[src/rtl/core/multi_joint_slew_interpolator_macros.svh]
// assertion macros for the multi-joint slew interpolator
// no dependencies; taken in by files that carry concurrent checks
`ifndef MULTI_JOINT_SLEW_INTERPOLATOR_MACROS_SVH
`define MULTI_JOINT_SLEW_INTERPOLATOR_MACROS_SVH

`ifndef ASSERT_OFF
// property that must hold at every edge outside reset
`define MJSI_ASSERT(label, clk, rst_n, prop) \
    label: assert property (@(posedge clk) disable iff (!rst_n) (prop)) \
        else $error("mjsi check failed");
// condition in one cycle implies an outcome in the next
`define MJSI_ASSERT_NEXT(label, clk, rst_n, pre, post) \
    label: assert property (@(posedge clk) disable iff (!rst_n) (pre) |=> (post)) \
        else $error("mjsi check failed");
`else
`define MJSI_ASSERT(label, clk, rst_n, prop)
`define MJSI_ASSERT_NEXT(label, clk, rst_n, pre, post)
`endif

`endif

[src/rtl/core/mjsi_pkg.sv]
// shared types and constants for the multi-joint slew interpolator
// no dependencies
`default_nettype none

package mjsi_pkg;

    // operation codes carried on the input tuser
    localparam logic [2:0] OP_SET_TARGET = 3'd0;
    localparam logic [2:0] OP_TICK       = 3'd1;
    localparam logic [2:0] OP_MOVE_NOW   = 3'd2;
    localparam logic [2:0] OP_STOP       = 3'd3;
    localparam logic [2:0] OP_RELEASE    = 3'd4;
    localparam logic [2:0] OP_READ       = 3'd5;

    // configuration register indexes
    localparam logic [2:0] CFG_ACTIVE_COUNT = 3'd0;
    localparam logic [2:0] CFG_STEP_SIZE    = 3'd1;
    localparam logic [2:0] CFG_HARD_MIN     = 3'd2;
    localparam logic [2:0] CFG_HARD_MAX     = 3'd3;
    localparam logic [2:0] CFG_OFFSETS      = 3'd4;
    localparam logic [2:0] CFG_VELOCITIES   = 3'd5;

    localparam int CFG_W = 60;

    localparam logic [47:0] HARD_MAX_RESET = 48'hB4B4_B4B4_B4B4;
    localparam logic [59:0] VELOCITY_RESET = {6{10'd60}};
    localparam logic [7:0]  STEP_RESET     = 8'd2;

    typedef logic signed [9:0]  t_angle;
    typedef logic signed [11:0] t_wide;

    localparam t_angle HOME_ANGLE = 10'sd90;
    localparam t_wide  SERVO_MAX  = 12'sd180;

    // degrees per 20 ms frame from degrees per second: v / 50, exact for 10-bit v
    function automatic logic [4:0] frame_step(input logic [9:0] v);
        logic [20:0] prod;
        prod = 21'(v) * 21'd1311;
        return prod[20:16];
    endfunction

endpackage

`default_nettype wire

[src/rtl/core/multi_joint_slew_interpolator.sv]
// Multi-joint slew interpolator. Current and target angles live in two small
// synchronous memories (registered read) indexed by joint. Set target, stop,
// release and unused operations give one status word; a read gives one word.
// A tick or move-at-once sweeps the active joints through the memories at
// one joint per cycle, buffers the servo writes and then sends them at one
// word per cycle while the output is taken; when halted, with no active joint,
// or for a tick with no motion, it gives one status word instead. No clearing
// pass: per-entry valid bits give the home angle until a joint is written.
// depends on mjsi_pkg and multi_joint_slew_interpolator_macros.svh
`default_nettype none

`include "multi_joint_slew_interpolator_macros.svh"

module multi_joint_slew_interpolator #(
    parameter int JOINTS      = 6,
    parameter int SOFT_MARGIN = 5
) (
    input  wire logic        i_clk,
    input  wire logic        i_rst_n,
    // configuration write port
    input  wire logic        i_cfg_wr_en,
    input  wire logic [2:0]  i_cfg_index,
    input  wire logic [59:0] i_cfg_data,
    // input words
    input  wire logic        i_s_axis_tvalid,
    output logic             o_s_axis_tready,
    input  wire logic [15:0] i_s_axis_tdata,  // joint_index[2:0], target_angle[12:3]
    input  wire logic [2:0]  i_s_axis_tuser,  // operation[2:0]
    // result words
    output logic             o_m_axis_tvalid,
    input  wire logic        i_m_axis_tready,
    // servo_joint[2:0], servo_angle[12:3], moving[13], stopped[14],
    // read_angle[24:15], within_soft_limits[25]
    output logic [31:0]      o_m_axis_tdata,
    output logic [0:0]       o_m_axis_tuser,  // write_valid[0]
    output logic             o_m_axis_tlast
);

    localparam int JW = (JOINTS > 1) ? $clog2(JOINTS) : 1;
    localparam logic [3:0] JOINTS4 = 4'(JOINTS);
    localparam mjsi_pkg::t_wide MARGIN = 12'(SOFT_MARGIN);

    localparam logic [1:0] S_IDLE = 2'd0;
    localparam logic [1:0] S_READ = 2'd1;
    localparam logic [1:0] S_RUN  = 2'd2;
    localparam logic [1:0] S_EMIT = 2'd3;

    // configuration registers
    logic [2:0]  r_count;
    logic [7:0]  r_step;
    logic [47:0] r_hmin;
    logic [47:0] r_hmax;
    logic [47:0] r_offs;
    logic [59:0] r_vel;

    // control
    logic [1:0]  r_state;
    logic        r_motion;
    logic        r_halt;
    logic        r_mode_move;
    logic [2:0]  r_idx;
    logic [2:0]  r_j;
    logic [2:0]  r_bcnt;
    logic [2:0]  r_e;
    logic        r_alleq;

    // angle memories
    mjsi_pkg::t_angle r_cur_mem [JOINTS];
    mjsi_pkg::t_angle r_tgt_mem [JOINTS];
    logic [JOINTS-1:0] r_cur_vld;
    logic [JOINTS-1:0] r_tgt_vld;
    mjsi_pkg::t_angle r_cur_q;
    mjsi_pkg::t_angle r_tgt_q;
    logic              r_cur_qv;
    logic              r_tgt_qv;

    // servo write buffer
    logic [2:0]       r_buf_joint [JOINTS];
    mjsi_pkg::t_angle r_buf_ang   [JOINTS];

    // output register
    logic             r_ovalid;
    logic             r_o_wv;
    logic [2:0]       r_o_joint;
    mjsi_pkg::t_angle r_o_angle;
    mjsi_pkg::t_angle r_o_rd;
    logic             r_o_within;
    logic             r_o_last;

    logic [2:0]       w_n;
    logic [2:0]       w_in_op;
    logic [2:0]       w_in_idx;
    mjsi_pkg::t_angle w_in_ang;
    logic             w_accept;
    logic             w_oload_ok;
    logic [3:0]       w_rd_sel;
    logic [JW-1:0]    w_raddr;
    logic             w_cur_we;
    mjsi_pkg::t_angle w_cur_wd;
    logic             w_tgt_we;
    mjsi_pkg::t_angle w_tgt_wd;
    logic [63:0]      w_hmin_x;
    logic [63:0]      w_hmax_x;

    // set target clamp
    mjsi_pkg::t_wide  w_set_hmin;
    mjsi_pkg::t_wide  w_set_hmax;
    mjsi_pkg::t_wide  w_set_a0;
    mjsi_pkg::t_wide  w_set_a1;
    mjsi_pkg::t_wide  w_set_a2;

    // sweep datapath
    mjsi_pkg::t_wide  w_c;
    mjsi_pkg::t_wide  w_t;
    mjsi_pkg::t_wide  w_d;
    mjsi_pkg::t_wide  w_lim;
    mjsi_pkg::t_wide  w_ms;
    mjsi_pkg::t_wide  w_st1;
    mjsi_pkg::t_wide  w_st2;
    mjsi_pkg::t_wide  w_newc;
    mjsi_pkg::t_wide  w_off;
    mjsi_pkg::t_wide  w_hw_raw;
    mjsi_pkg::t_wide  w_hw;
    mjsi_pkg::t_wide  w_move_ang;
    logic             w_run_end;

    // read datapath
    mjsi_pkg::t_wide  w_rd_smin;
    mjsi_pkg::t_wide  w_rd_smax;
    logic             w_rd_active;
    logic             w_rd_within;

    logic             w_emit_last;

    assign w_n      = (r_count > JOINTS4[2:0]) ? JOINTS4[2:0] : r_count;
    assign w_in_op  = i_s_axis_tuser;
    assign w_in_idx = i_s_axis_tdata[2:0];
    assign w_in_ang = i_s_axis_tdata[12:3];

    assign w_oload_ok      = !r_ovalid || i_m_axis_tready;
    assign o_s_axis_tready = (r_state == S_IDLE) && w_oload_ok;
    assign w_accept        = i_s_axis_tvalid && o_s_axis_tready;

    assign w_hmin_x = {16'h0, r_hmin};
    assign w_hmax_x = {16'h0, r_hmax};

    // set target: hard clamp, then soft clamp, last clamp wins
    always_comb begin
        w_set_hmin = 12'(w_hmin_x[8*w_in_idx +: 8]);
        w_set_hmax = 12'(w_hmax_x[8*w_in_idx +: 8]);
        w_set_a0   = 12'(w_in_ang);
        if (w_set_a0 < w_set_hmin) begin
            w_set_a1 = w_set_hmin;
        end else if (w_set_a0 > w_set_hmax) begin
            w_set_a1 = w_set_hmax;
        end else begin
            w_set_a1 = w_set_a0;
        end
        if (w_set_a1 < w_set_hmin + MARGIN) begin
            w_set_a2 = w_set_hmin + MARGIN;
        end else if (w_set_a1 > w_set_hmax - MARGIN) begin
            w_set_a2 = w_set_hmax - MARGIN;
        end else begin
            w_set_a2 = w_set_a1;
        end
    end

    // read address: joint of a read at accept, next joint during the sweep
    always_comb begin
        if (r_state == S_RUN) begin
            w_rd_sel = 4'(r_j) + 4'd1;
        end else if (w_in_op == mjsi_pkg::OP_READ) begin
            w_rd_sel = 4'(w_in_idx);
        end else begin
            w_rd_sel = 4'd0;
        end
        w_raddr = (w_rd_sel < JOINTS4) ? w_rd_sel[JW-1:0] : '0;
    end

    // sweep step for joint r_j
    always_comb begin
        w_c   = 12'(r_cur_qv ? r_cur_q : mjsi_pkg::HOME_ANGLE);
        w_t   = 12'(r_tgt_qv ? r_tgt_q : mjsi_pkg::HOME_ANGLE);
        w_d   = w_t - w_c;
        w_lim = 12'(r_step);
        w_ms  = 12'(mjsi_pkg::frame_step(r_vel[10*r_j +: 10]));
        if (w_d > w_lim) begin
            w_st1 = w_lim;
        end else if (w_d < -w_lim) begin
            w_st1 = -w_lim;
        end else begin
            w_st1 = w_d;
        end
        if (w_st1 > w_ms) begin
            w_st2 = w_ms;
        end else if (w_st1 < -w_ms) begin
            w_st2 = -w_ms;
        end else begin
            w_st2 = w_st1;
        end
        w_newc   = w_c + w_st2;
        w_off    = 12'($signed(r_offs[8*r_j +: 8]));
        w_hw_raw = w_newc + w_off;
        if (w_hw_raw < 12'sd0) begin
            w_hw = 12'sd0;
        end else if (w_hw_raw > mjsi_pkg::SERVO_MAX) begin
            w_hw = mjsi_pkg::SERVO_MAX;
        end else begin
            w_hw = w_hw_raw;
        end
        w_move_ang = w_t + w_off;
        w_run_end  = (4'(r_j) + 4'd1) >= 4'(w_n);
    end

    // read result for r_idx
    always_comb begin
        w_rd_smin   = 12'(w_hmin_x[8*r_idx +: 8]) + MARGIN;
        w_rd_smax   = 12'(w_hmax_x[8*r_idx +: 8]) - MARGIN;
        w_rd_active = r_idx < w_n;
        w_rd_within = w_rd_active && (w_c >= w_rd_smin) && (w_c <= w_rd_smax);
    end

    assign w_emit_last = (r_bcnt == 3'd0) || ((r_e + 3'd1) == r_bcnt);

    // memory write controls
    always_comb begin
        w_tgt_we = w_accept && (w_in_op == mjsi_pkg::OP_SET_TARGET) && !r_halt &&
                   (w_in_idx < w_n);
        w_tgt_wd = w_set_a2[9:0];
        w_cur_we = (r_state == S_RUN) && (r_mode_move || (w_d != 12'sd0));
        w_cur_wd = r_mode_move ? w_t[9:0] : w_newc[9:0];
    end

    always_ff @(posedge i_clk) begin
        if (w_cur_we) begin
            r_cur_mem[r_j[JW-1:0]] <= w_cur_wd;
        end
        if (w_tgt_we) begin
            r_tgt_mem[w_in_idx[JW-1:0]] <= w_tgt_wd;
        end
        r_cur_q <= r_cur_mem[w_raddr];
        r_tgt_q <= r_tgt_mem[w_raddr];
    end

    always_ff @(posedge i_clk) begin
        if (!i_rst_n) begin
            r_cur_vld <= '0;
            r_tgt_vld <= '0;
            r_cur_qv  <= 1'b0;
            r_tgt_qv  <= 1'b0;
        end else begin
            if (w_cur_we) begin
                r_cur_vld[r_j[JW-1:0]] <= 1'b1;
            end
            if (w_tgt_we) begin
                r_tgt_vld[w_in_idx[JW-1:0]] <= 1'b1;
            end
            r_cur_qv <= r_cur_vld[w_raddr];
            r_tgt_qv <= r_tgt_vld[w_raddr];
        end
    end

    // configuration
    always_ff @(posedge i_clk) begin
        if (!i_rst_n) begin
            r_count <= 3'd0;
            r_step  <= mjsi_pkg::STEP_RESET;
            r_hmin  <= '0;
            r_hmax  <= mjsi_pkg::HARD_MAX_RESET;
            r_offs  <= '0;
            r_vel   <= mjsi_pkg::VELOCITY_RESET;
        end else if (i_cfg_wr_en) begin
            case (i_cfg_index)
                mjsi_pkg::CFG_ACTIVE_COUNT: r_count <= i_cfg_data[2:0];
                mjsi_pkg::CFG_STEP_SIZE: begin
                    // a zero step is ignored
                    if (i_cfg_data[7:0] != 8'd0) begin
                        r_step <= i_cfg_data[7:0];
                    end
                end
                mjsi_pkg::CFG_HARD_MIN:   r_hmin <= i_cfg_data[47:0];
                mjsi_pkg::CFG_HARD_MAX:   r_hmax <= i_cfg_data[47:0];
                mjsi_pkg::CFG_OFFSETS:    r_offs <= i_cfg_data[47:0];
                mjsi_pkg::CFG_VELOCITIES: r_vel  <= i_cfg_data[59:0];
                default: ;
            endcase
        end
    end

    // servo write buffer
    always_ff @(posedge i_clk) begin
        if ((r_state == S_RUN) && (r_mode_move || (w_d != 12'sd0))) begin
            r_buf_joint[r_bcnt[JW-1:0]] <= r_j;
            r_buf_ang[r_bcnt[JW-1:0]]   <= r_mode_move ? w_move_ang[9:0] : w_hw[9:0];
        end
    end

    // sequencer, flags and output register
    always_ff @(posedge i_clk) begin
        if (!i_rst_n) begin
            r_state     <= S_IDLE;
            r_motion    <= 1'b0;
            r_halt      <= 1'b0;
            r_mode_move <= 1'b0;
            r_idx       <= 3'd0;
            r_j         <= 3'd0;
            r_bcnt      <= 3'd0;
            r_e         <= 3'd0;
            r_alleq     <= 1'b1;
            r_ovalid    <= 1'b0;
        end else begin
            if (r_ovalid && i_m_axis_tready) begin
                r_ovalid <= 1'b0;
            end
            case (r_state)
                S_IDLE: begin
                    if (w_accept) begin
                        r_idx       <= w_in_idx;
                        r_j         <= 3'd0;
                        r_bcnt      <= 3'd0;
                        r_e         <= 3'd0;
                        r_alleq     <= 1'b1;
                        r_mode_move <= (w_in_op == mjsi_pkg::OP_MOVE_NOW);
                        // status word unless the item sweeps or reads
                        r_ovalid    <= 1'b1;
                        r_o_wv      <= 1'b0;
                        r_o_joint   <= 3'd0;
                        r_o_angle   <= '0;
                        r_o_rd      <= '0;
                        r_o_within  <= 1'b0;
                        r_o_last    <= 1'b1;
                        case (w_in_op)
                            mjsi_pkg::OP_SET_TARGET: begin
                                if (!r_halt && (w_in_idx < w_n)) begin
                                    r_motion <= 1'b1;
                                end
                            end
                            mjsi_pkg::OP_TICK: begin
                                if (r_motion && !r_halt) begin
                                    if (w_n == 3'd0) begin
                                        r_motion <= 1'b0;
                                    end else begin
                                        r_ovalid <= 1'b0;
                                        r_state  <= S_RUN;
                                    end
                                end
                            end
                            mjsi_pkg::OP_MOVE_NOW: begin
                                if (!r_halt) begin
                                    if (w_n == 3'd0) begin
                                        r_motion <= 1'b0;
                                    end else begin
                                        r_ovalid <= 1'b0;
                                        r_state  <= S_RUN;
                                    end
                                end
                            end
                            mjsi_pkg::OP_STOP: begin
                                r_halt   <= 1'b1;
                                r_motion <= 1'b0;
                            end
                            mjsi_pkg::OP_RELEASE: begin
                                r_halt <= 1'b0;
                            end
                            mjsi_pkg::OP_READ: begin
                                r_ovalid <= 1'b0;
                                r_state  <= S_READ;
                            end
                            default: ;
                        endcase
                    end
                end
                S_READ: begin
                    // output register is free here, accept needed it drained
                    r_ovalid   <= 1'b1;
                    r_o_wv     <= 1'b0;
                    r_o_joint  <= 3'd0;
                    r_o_angle  <= '0;
                    r_o_rd     <= w_rd_active ? w_c[9:0] : -10'sd1;
                    r_o_within <= w_rd_within;
                    r_o_last   <= 1'b1;
                    r_state    <= S_IDLE;
                end
                S_RUN: begin
                    if (r_mode_move || (w_d != 12'sd0)) begin
                        r_bcnt <= r_bcnt + 3'd1;
                    end
                    r_alleq <= r_alleq && (w_newc == w_t);
                    r_j     <= r_j + 3'd1;
                    if (w_run_end) begin
                        r_motion <= r_mode_move ? 1'b0 : !(r_alleq && (w_newc == w_t));
                        r_state  <= S_EMIT;
                    end
                end
                S_EMIT: begin
                    if (w_oload_ok) begin
                        r_ovalid   <= 1'b1;
                        r_o_rd     <= '0;
                        r_o_within <= 1'b0;
                        r_o_last   <= w_emit_last;
                        if (r_bcnt == 3'd0) begin
                            // every joint already at its target
                            r_o_wv    <= 1'b0;
                            r_o_joint <= 3'd0;
                            r_o_angle <= '0;
                        end else begin
                            r_o_wv    <= 1'b1;
                            r_o_joint <= r_buf_joint[r_e[JW-1:0]];
                            r_o_angle <= r_buf_ang[r_e[JW-1:0]];
                        end
                        r_e <= r_e + 3'd1;
                        if (w_emit_last) begin
                            r_state <= S_IDLE;
                        end
                    end
                end
                default: r_state <= S_IDLE;
            endcase
        end
    end

    assign o_m_axis_tvalid = r_ovalid;
    assign o_m_axis_tdata  = {6'd0, r_o_within, r_o_rd, r_halt, r_motion, r_o_angle, r_o_joint};
    assign o_m_axis_tuser  = r_o_wv;
    assign o_m_axis_tlast  = r_o_last;

    `MJSI_ASSERT(a_halt_clears_motion, i_clk, i_rst_n, !(r_halt && r_motion))
    `MJSI_ASSERT(a_sweep_output_empty, i_clk, i_rst_n, (r_state != S_RUN) || !r_ovalid)
    `MJSI_ASSERT(a_sweep_joint_range, i_clk, i_rst_n,
                 (r_state != S_RUN) || (4'(r_j) < JOINTS4))
    `MJSI_ASSERT(a_buffer_bound, i_clk, i_rst_n, 4'(r_bcnt) <= JOINTS4)
    `MJSI_ASSERT_NEXT(a_emit_done, i_clk, i_rst_n,
                      (r_state == S_EMIT) && w_oload_ok && w_emit_last,
                      (r_state == S_IDLE) && r_ovalid && r_o_last)

endmodule

`default_nettype wire
[config.mk]
export PLATFORM = sky130hd
export DESIGN_NAME = multi_joint_slew_interpolator
export DESIGN_NICKNAME = d
export VERILOG_FILES = /design/src/rtl/core/mjsi_pkg.sv /design/src/rtl/core/multi_joint_slew_interpolator.sv
export VERILOG_INCLUDE_DIRS = /design/src /design/src/rtl/core
export SDC_FILE = /design/constraint.sdc
export NUM_CORES = 1
export LEC_CHECK = 0
export BUFFER_PORTS_ARGS = -buffer_cell sky130_fd_sc_hd__buf_4
export CAP_MARGIN = 15
export CORE_MARGIN = 2
export CORE_UTILIZATION = 45
export DETAILED_ROUTE_END_ITERATION = 12
export PLACE_DENSITY = 0.58
export SLEW_MARGIN = 20
export SYNTH_ARGS = -nofsm -noshare
export SYNTH_HDL_FRONTEND = slang
export SYNTH_SLANG_ARGS = --single-unit
[constraint.sdc]
create_clock -name i_clk -period 33.1 [get_ports i_clk]
set_input_delay 4.965 -clock i_clk [delete_from_list [all_inputs] [get_ports i_clk]]
set_output_delay 4.965 -clock i_clk [all_outputs]
set_load 0.01 [all_outputs]
==> impl_metrics.yaml <==
yosys:
  synth_edf_count: 224
  yosysWarnings: 0
  netlist_instances: 3021
  synth_area_um2: 29000
  syn_area_per_cell_um2: 9.600
  ys_types: 94
  synth-seq-cells: 495
  yosys_most_used_dff: "dfxtp_1"
  ys_seq_area_share_pct: 41.90
  synth-async-reset-ratio_pct: 0
clocking:
  numCtsBuffers: 53
  cts_setup_buffers: 0
  post_cts_resized: 0
  clock_latency_ps: 610
  hold_buffers: 0
  clk_path_buf_depth: 3
  cts_sinks: 495
  htreeDepth: 2
  cts_tree: "built"
  cts_root_buf: "clkbuf_16"
  clk_pin_slew_ps: 60
worst_hold_path:
  holdPathStages: 2
  hold_path.class: "reg2reg"
  hold_end: "r_vel[41]"
  min_from: "r_vel[41]"
detailed_routing:
  drt-pass1-iter-count: 5
  wl_per_cell_um: 21.40
  wl_um: 84910
  drc: 0
  drt-initial-drc-count: 1501
  antenna_left: 0
  num_vias: 22496
  via_per_inst: 5.671
die:
  die_w_um: 257.9
  die-area_um2: 66490
  start_util_pct: 45.23
  io_pins: 123
  placeableCoreArea_um2: 64120
  fp.dieH_um: 257.9
  rows: 93
timing:
  worst_slew_pin_slew_ps: 1143
  hold_slack_ps: 461.4
  clock_skew_ps: 29.63
  fmax_mhz: 65.91
  slew_violations: 0
  setup-violations-final: 0
  max_slew_margin_pct: 22.99
  fin_crit_sh_pct: 45.84
  period_minus_slack_ps: 15170
  rsz0062_at_grt: "false"
  finalHoldViolCount: 0
  fin_setup_tns_ps: 0
setup_path:
  reg2reg_depth: 46
  cp.arrival_ps: 15490
  cp-end-kind: "register"
  start_kind: "register"
  crit_fanout: 29
  ff2ff_setup_slack_ps: 17930
  slowest_delay_ps: 870
  cpMaxStageDelayCell: "a221oi_1"
  cp_data_required_time_ps: 33410
  critPathKind: "reg2reg"
  rr_endpoint: "r_buf_ang[4][4]"
  crit-reg2reg-launch: "r_j[2]"
global_route:
  grt_max_degree: 96
  grt_overflow: 0
  grt_pass1_vias: 22283
  antenna_found_initial: 2
  grt_util_all_layers_pct: 25.25
  grt_first_pass_wirelength_um: 130600
cells_and_area:
  syn_to_final_growth_pct: 12.14
  diodes: 0
  num-nets-final: 3400
  final_cells: 3967
  drive_gt1_share_pct: 11.89
run:
  cap_violations: 0
power_and_ir_drop:
  ir_drop_mv: 0.07453
  p_per_area_nw_per_um2: 89.51
  power.leakage_nw: 12.88
  finalPower_mw: 2.911
placed_design:
  dp_hpwl_um: 61910
  gp_congestion: 0.9203
  dp.cells: 3868
  portBuffers: 113
status:
  status: "complete, no violations"
## area by class of cell
cell class                      count  area [um^2]
Tap cell                          855         1070
Inverter                          136        510.5
Sequential cell                   495        12160
Timing Repair Buffer              157         1182
Clock inverter                     24        299.0
Clock buffer                       75         1539
Multi-Input combinational cell   2225        15770
Fill cell                        5897        31590
## cells in the mapped netlist (45+ instances only)
master    instances  area [um^2]
clkbuf_1        139        521.8
mux2i_1         114         1141
dfxtp_1         271         5425
o21ai_0          96        480.5
nor2_1          172        645.6
nand2_1         548         2057
xnor2_1          53        464.2
edfxtp_1        224         6726
ha_1            218         2728
a21boi_0        172         1291
a21oi_1         135        675.7
nor2b_1          46        287.8
o21a_1           45        337.8
inv_1           135        506.7
nand3_1          76        380.4
## logic make-up after synthesis
group                      synth area share [%]
AOI/OAI and AO/OA                         16.02
buffers and inverters                     4.172
xor gates and xnor gates                  2.459
adders and majority gates                 11.27
and+or+nand+nor                           15.83
other                                   0.01293
DFF                                       41.90
muxes                                     8.335
## how the worst max path moves through the flow
stage	startpoint	endpoint	slack [ps]
after global placement	r_j[0]	r_buf_ang[4][4]	18190
final	r_j[2]	r_buf_ang[4][4]	17930
after CTS	r_j[0]	r_buf_ang[0][4]	17950
after floorplan	r_j[1]	r_buf_ang[0][3]	19880
after global routing	r_j[0]	r_buf_ang[3][1]	16830
after detailed placement	r_j[0]	r_buf_ang[4][4]	17980
## metrics by stage
step	instance area, um^2	util (%)	worst slack, ps
floorplan	29030	-	19880
global placement	30670	47.84	18190
detailed placement	30670	47.84	17980
CTS	32510	50.71	17950
global route	32520	50.73	16830
finish	32520	50.73	17930
## layer usage
layer,GRT usage (%),routed length [um]
met1,32.42,36930
met2,44.27,41530
met3,2.778,3512
met4,8.542,2924
met5,0,13
## cell usage in the layout, fill, tap and decap left out, types with 13 or more instances in the layout
cell	Yosys	final
mux2_2	28	28
a21o_1	26	26
clkbuf_8	0	13
ha_1	218	218
nand2_1	548	548
a211oi_1	23	22
nor2b_1	46	46
o21a_1	45	45
dfxtp_1	271	267
nor3_1	35	31
inv_1	135	135
clkbuf_16	0	53
a21oi_1	135	135
nand2b_1	29	28
o211ai_1	17	17
edfxtp_1	224	224
and3_1	15	14
fa_1	27	27
buf_4	9	156
a21boi_0	172	172
and2_1	20	20
o22ai_1	31	31
a22oi_1	19	19
xnor2_1	53	53
nor2_1	172	166
mux2i_1	114	114
nand3_1	76	75
o21ai_0	96	94
mux4_2	41	41
xor2_1	23	23
a221oi_1	24	24
nand4_1	15	15
## worst max-delay path, delay by kind of cell (launching register included)
family	cells	cell delay (ps)
flops	1	320
compound gates	19	5940
buf+inv	6	1070
mux	1	470
simple gates	10	3090
fa+ha+maj	10	3910
## registers in the layout, indices dropped and copies added (netlist names), 6 cells and up, named ones only
| register | flops |
|---|---|
| r_cur_q | 10 |
| r_buf_joint | 18 |
| r_o_angle | 10 |
| r_vel | 60 |
| r_cur_vld | 6 |
| r_tgt_q | 10 |
| r_hmin | 48 |
| r_hmax | 48 |
| r_buf_ang | 60 |
| r_cur_mem | 60 |
| r_offs | 48 |
| r_tgt_mem | 60 |
| r_o_rd | 10 |
| r_step | 8 |
| r_tgt_vld | 6 |
## power breakdown
part / internal (mW) / switching, mW / leakage [nW]
Combinational: 0.541 / 0.915 / 7.74
Clock: 0.365 / 0.249 / 0.906
Sequential: 0.830 / 0.0117 / 4.23
No activity file was read; power rests on OpenSTA's default activity.
